--- config.mk ---
export PLATFORM = sky130hd
export DESIGN_NAME = wtdl_front
export DESIGN_NICKNAME = d
export VERILOG_FILES = /design/src/sv/wtdl_pkg.sv /design/src/sv/wtdl_front.sv
export SDC_FILE = /design/constraint.sdc
export NUM_CORES = 1
export LEC_CHECK = 0
export BUFFER_PORTS_ARGS = -buffer_cell sky130_fd_sc_hd__buf_2
export CAP_MARGIN = 20
export CORE_UTILIZATION = 40
export CTS_CLUSTER_DIAMETER = 200
export CTS_CLUSTER_SIZE = 24
export DETAILED_ROUTE_END_ITERATION = 8
export GPL_TIMING_DRIVEN = 0
export MAX_ROUTING_LAYER = met4
export PLACE_DENSITY = 0.7
export SLEW_MARGIN = 20
export SYNTH_ARGS = -nofsm -noshare
export SYNTH_HDL_FRONTEND = slang
export SYNTH_SLANG_ARGS = --single-unit
--- constraint.sdc ---
create_clock -name clock -period 4.1 [get_ports clock]
set_clock_uncertainty 0.15 [all_clocks]
set_input_delay 0.82 -clock clock [delete_from_list [all_inputs] [get_ports clock]]
set_output_delay 0.82 -clock clock [all_outputs]
set_load 0.02 [all_outputs]
--- src/sv/wtdl_pkg.sv ---
`default_nettype none
// ---------------------------------------------------------------------------
// Water table depth locator package
// Shared types, widths and constants of the water table depth locator.
// ---------------------------------------------------------------------------
package wtdl_pkg;

   localparam int DEFAULT_MAX_LAYERS = 64;
   localparam int QUEUE_DEPTH        = 2;

   localparam int PRES_W   = 32;
   localparam int THK_W    = 24;
   localparam int DZ_W     = THK_W + 1;
   localparam int DEPTH_W  = 30;
   localparam int STATUS_W = 2;
   localparam int PROD_W   = (PRES_W - 1) + DZ_W;
   localparam int DEN_W    = PRES_W + 1;
   localparam int QUO_W    = PROD_W - (DEN_W - 1);

   localparam logic [DEPTH_W-1:0] DEPTH_MAX = {DEPTH_W{1'b1}};

   localparam int CSR_ADDR_W = 3;
   localparam int CSR_DATA_W = 32;
   localparam logic CSR_REG_SEARCH_FROM_TOP = 1'b0;

   localparam logic [STATUS_W-1:0] STATUS_CROSSING = 2'd0;
   localparam logic [STATUS_W-1:0] STATUS_UNSAT    = 2'd1;
   localparam logic [STATUS_W-1:0] STATUS_SAT      = 2'd2;

   typedef struct packed {
      logic signed [PRES_W-1:0] layer_pressure;
      logic [THK_W-1:0]         layer_thickness;
      logic                     last_layer;
   } req_item_type;

   typedef struct packed {
      logic [DEPTH_W-1:0]  table_depth;
      logic [STATUS_W-1:0] table_status;
   } rsp_item_type;

   typedef enum logic {
      ITEM_LOAD,
      ITEM_LOAD_EVAL
   } item_kind_type;

   typedef struct packed {
      item_kind_type            kind;
      logic signed [PRES_W-1:0] pressure;
      logic [THK_W-1:0]         thickness;
   } queue_entry_type;

   typedef struct packed {
      logic            valid;
      queue_entry_type entry;
   } queue_out_type;

   typedef struct packed {
      logic              start;
      logic [PROD_W-1:0] dividend;
      logic [DEN_W-1:0]  divisor;
   } div_req_type;

   typedef struct packed {
      logic             done;
      logic [QUO_W-1:0] quotient;
   } div_rsp_type;

   typedef enum logic [2:0] {
      B_IDLE,
      B_READ,
      B_CHECK,
      B_MUL,
      B_DIV_GO,
      B_DIV_WAIT,
      B_OUT
   } back_state_type;

endpackage
`default_nettype wire

--- src/sv/wtdl_front.sv ---
`default_nettype none
// ---------------------------------------------------------------------------
// Water table depth locator front end
// Accepts layer items, tags them as load or load-and-evaluate and queues
// them for the back end.
// ---------------------------------------------------------------------------
module wtdl_front
   import wtdl_pkg::*;
(
   input  wire logic         clock,
   input  wire logic         reset,
   input  wire logic         req_valid,
   output logic              req_stall,
   input  wire req_item_type req_item,
   output queue_out_type     q_out,
   input  wire logic         q_pop
);

   localparam int PTR_W = (QUEUE_DEPTH > 1) ? $clog2(QUEUE_DEPTH) : 1;
   localparam int CNT_W = $clog2(QUEUE_DEPTH + 1);
   localparam logic [PTR_W-1:0] LAST_PTR = PTR_W'(QUEUE_DEPTH - 1);

   queue_entry_type  entries_ff [QUEUE_DEPTH];
   logic [PTR_W-1:0] wr_ptr_ff, wr_ptr_in;
   logic [PTR_W-1:0] rd_ptr_ff, rd_ptr_in;
   logic [CNT_W-1:0] count_ff, count_in;
   logic             push;
   logic             pop;
   queue_entry_type  new_entry;

   always_comb begin
      req_stall = (count_ff == CNT_W'(QUEUE_DEPTH));
      push      = req_valid && !req_stall;
      pop       = q_pop && (count_ff != '0);

      new_entry.kind      = req_item.last_layer ? ITEM_LOAD_EVAL : ITEM_LOAD;
      new_entry.pressure  = req_item.layer_pressure;
      new_entry.thickness = req_item.layer_thickness;

      wr_ptr_in = wr_ptr_ff;
      rd_ptr_in = rd_ptr_ff;
      count_in  = count_ff;
      if (push) begin
         wr_ptr_in = (wr_ptr_ff == LAST_PTR) ? '0 : wr_ptr_ff + 1'b1;
      end
      if (pop) begin
         rd_ptr_in = (rd_ptr_ff == LAST_PTR) ? '0 : rd_ptr_ff + 1'b1;
      end
      if (push && !pop) begin
         count_in = count_ff + 1'b1;
      end else if (pop && !push) begin
         count_in = count_ff - 1'b1;
      end

      q_out.valid = (count_ff != '0);
      q_out.entry = entries_ff[rd_ptr_ff];
   end

   always_ff @(posedge clock) begin
      if (reset) begin
         wr_ptr_ff <= '0;
         rd_ptr_ff <= '0;
         count_ff  <= '0;
      end else begin
         wr_ptr_ff <= wr_ptr_in;
         rd_ptr_ff <= rd_ptr_in;
         count_ff  <= count_in;
      end
   end

   always_ff @(posedge clock) begin
      if (push) begin
         entries_ff[wr_ptr_ff] <= new_entry;
      end
   end

endmodule
`default_nettype wire

==> flow_summary.json <==
{
  "outcome": "finished, final reports clean",
  "clockBufferDepth": 2,
  "drt-initial-drc-count": 49,
  "layout_common_cells": "buf_2 (121), edfxtp_1 (114), mux2_2 (57)",
  "syn-instance-count": 202,
  "worst_hold_path_type": "in -> reg",
  "min_path_cells": 1,
  "path_clk_slew_ns": 0.06,
  "routed_wl_um": 7122,
  "avgRoutedWirePerCell_um": 14.51,
  "postCtsSetupBuffers": 0,
  "place_hpwl_um": 4709,
  "globalplace.congestion": 0.6692,
  "clock_latency_ns": 0.50,
  "synthTopCellsByArea": "edfxtp_1 (79%), mux2_2 (15%), dfxtp_1 (2.3%)",
  "peakVddDrop_v": 0.0002935,
  "ys_seq_area_share_pct": 81.25,
  "nNetsFinal": 404,
  "drive_above_1_share_pct": 61.69,
  "critPathCaptureType": "primary output",
  "multiInputGateArea_um2": 757.0,
  "power_frac_clock_pct": 38.0,
  "p_leak_uw": 0.002200,
  "area.sequential_um2": 3523,
  "cts-root-buf": "clkbuf_8",
  "cts_hold_buf": 0,
  "power.switching_uw": 1118,
  "synth_fp_nets": 264,
  "grt.overflow.total": 0,
  "drc": 0,
  "min_to": "entries_ff[0][2]",
  "grt_max_degree": 38,
  "drv_slew": 0,
  "fin_crit_ns": 2.704,
  "reg2reg_from": "count_ff[0]",
  "avgSynthCellArea_um2": 21.47,
  "cts_resized": 0,
  "initial_core_util_pct": 41.63,
  "fillerInstances": 857,
  "yosys.area.top_type": "edfxtp_1",
  "p_int_uw": 3019,
  "cts_tree": "done",
  "rsz0062_at_grt": "false",
  "std_cell_rows": 37,
  "rrSetupSlack_ns": 2.19,
  "relSlewSlack_pct": 76.73,
  "holdWs_ns": 0.3524,
  "power_switching_share_pct": 27.02,
  "combPwrFrac_pct": 24.0,
  "grtUsageTotal_pct": 14.16,
  "port_buffers": 119,
  "antenna_cells": 0,
  "critPathMaxFanout": 10,
  "pwr-share-seq_pct": 38.0,
  "area_growth_pct": 33.55,
  "grt_pass1_wl_um": 11260,
  "grt_pass1_vias": 2389,
  "die_x_um": 106.1,
  "die_height_um": 106.1,
  "synth.distinct_cells": 16,
  "vias": 2258,
  "fin_tns_setup_ns": 0,
  "min_from": "req_item[3]",
  "yosys_warnings": 0,
  "final_common_cell": "buf_2",
  "finalSetupViolCount": 0,
  "period_share_pct": 65.95,
  "grt_antenna_before_repair": 0,
  "layout.cells.non_filler": 491,
  "route.antenna.remaining_nets": 0,
  "yosys.area.top_type_share_pct": 78.94,
  "p_per_area_nw_per_um2": 714.3,
  "ios": 120,
  "dr.pass1.iters": 4,
  "dieArea_um2": 11260,
  "worst_pin_slew_ns": 0.3490,
  "start_kind": "flop",
  "synth_area_um2": 4337,
  "r2r_cells": 4,
  "vias_per_cell": 4.599,
  "cap_viol_max_count": 0,
  "worstPathArrival_ns": 1.73,
  "fmax_mhz": 369.9,
  "design.core.area_um2": 10420,
  "path_class": "reg -> out",
  "dp_cells": 459,
  "htreeDepth": 4,
  "synth.ff_latch_count": 119,
  "required_ns": 3.13,
  "numCtsBuffers": 17,
  "cts.sinks": 119,
  "hold_violations": 0,
  "reg2reg_to": "entries_ff[0][11]"
}
==> area by class of cell <==
type                            count  share of cell area (%)
Timing Repair Buffer              121                   10.97
Clock buffer                       20                   7.691
Tap cell                          136                   2.938
Sequential cell                   119                   60.83
Multi-Input combinational cell     75                   13.07
Inverter                            2                  0.1728
Buffer                              6                  0.8857
Clock inverter                     12                   3.435
==> worst max-delay path by stage <==
| stage | end | cells past startpoint | start |
|---|---|---|---|
| 5_1_grt | q_out[30] | 4 | flop |
| 3_3_place_gp | entries_ff[1][8] | 4 | req_valid |
| 3_5_place_dp | entries_ff[0][22] | 5 | req_valid |
| 6_report | q_out[30] | 4 | flop |
| 2_1_floorplan | entries_ff[1][0] | 3 | req_valid |
| 4_1_cts | q_out[30] | 4 | flop |
==> flip-flops by register name, summed over array words and instances (netlist names), named ones only <==
signal and cells:
count_ff 2, wr_ptr_ff 1, rd_ptr_ff 1, entries_ff 114
==> power groups by stage <==
stage	sequential (uW)	combinational [uW]	clock, uW
finish	1570	995	1570
global placement	1600	983	0
global route	1590	1070	1660
detailed placement	1600	1010	0
CTS	1570	1020	1600
floorplan	1590	695	0
==> logic make-up after synthesis <==
family | share of synthesized area, %
xor+xnor | 0.6060
flops | 81.25
fa+ha+maj | 0.2885
buf+inv | 1.356
mux | 14.80
compound gates | 0.5769
simple gates | 1.125
==> layer usage <==
layer	part of all wire [%]	track usage (%)	vias up
met4	1.2	6.845	0
met5	0	-	-
met1	40	14.68	1090
met3	7.4	6.193	6
met2	51	23.01	80
li1	-	-	1082
==> per-stage QoR <==
step           utilization [%]  instance area (um^2)  worst slack [ns]  total power (uW)
2_1_floorplan                -                  4337             1.170              2286
3_5_place_dp             49.42                  5147             1.687              2608
3_3_place_gp             48.99                  5102            0.2589              2585
4_1_cts                  55.60                  5792             1.336              4192
5_1_grt                  55.60                  5792             1.291              4318
6_report                 55.60                  5792             1.396              4137
==> synth_stat cells <==
library cell	count
edfxtp_1	114
mux2_2	57
dfxtp_1	5
nor2_1	4
buf_6	3
o21ai_0	3
xor2_1	3
a21oi_1	2
buf_2	2
inv_1	2
or3_1	2
and2_1	1
buf_4	1
ha_1	1
nor2b_2	1
or2_2	1
==> critical path: stages (launching register included) <==
cell	delay (ns)
dfxtp_1	0.33
buf_4	0.21
buf_6	0.18
mux2_2	0.35
buf_2	0.16
Power figures use the tool's default switching activity.
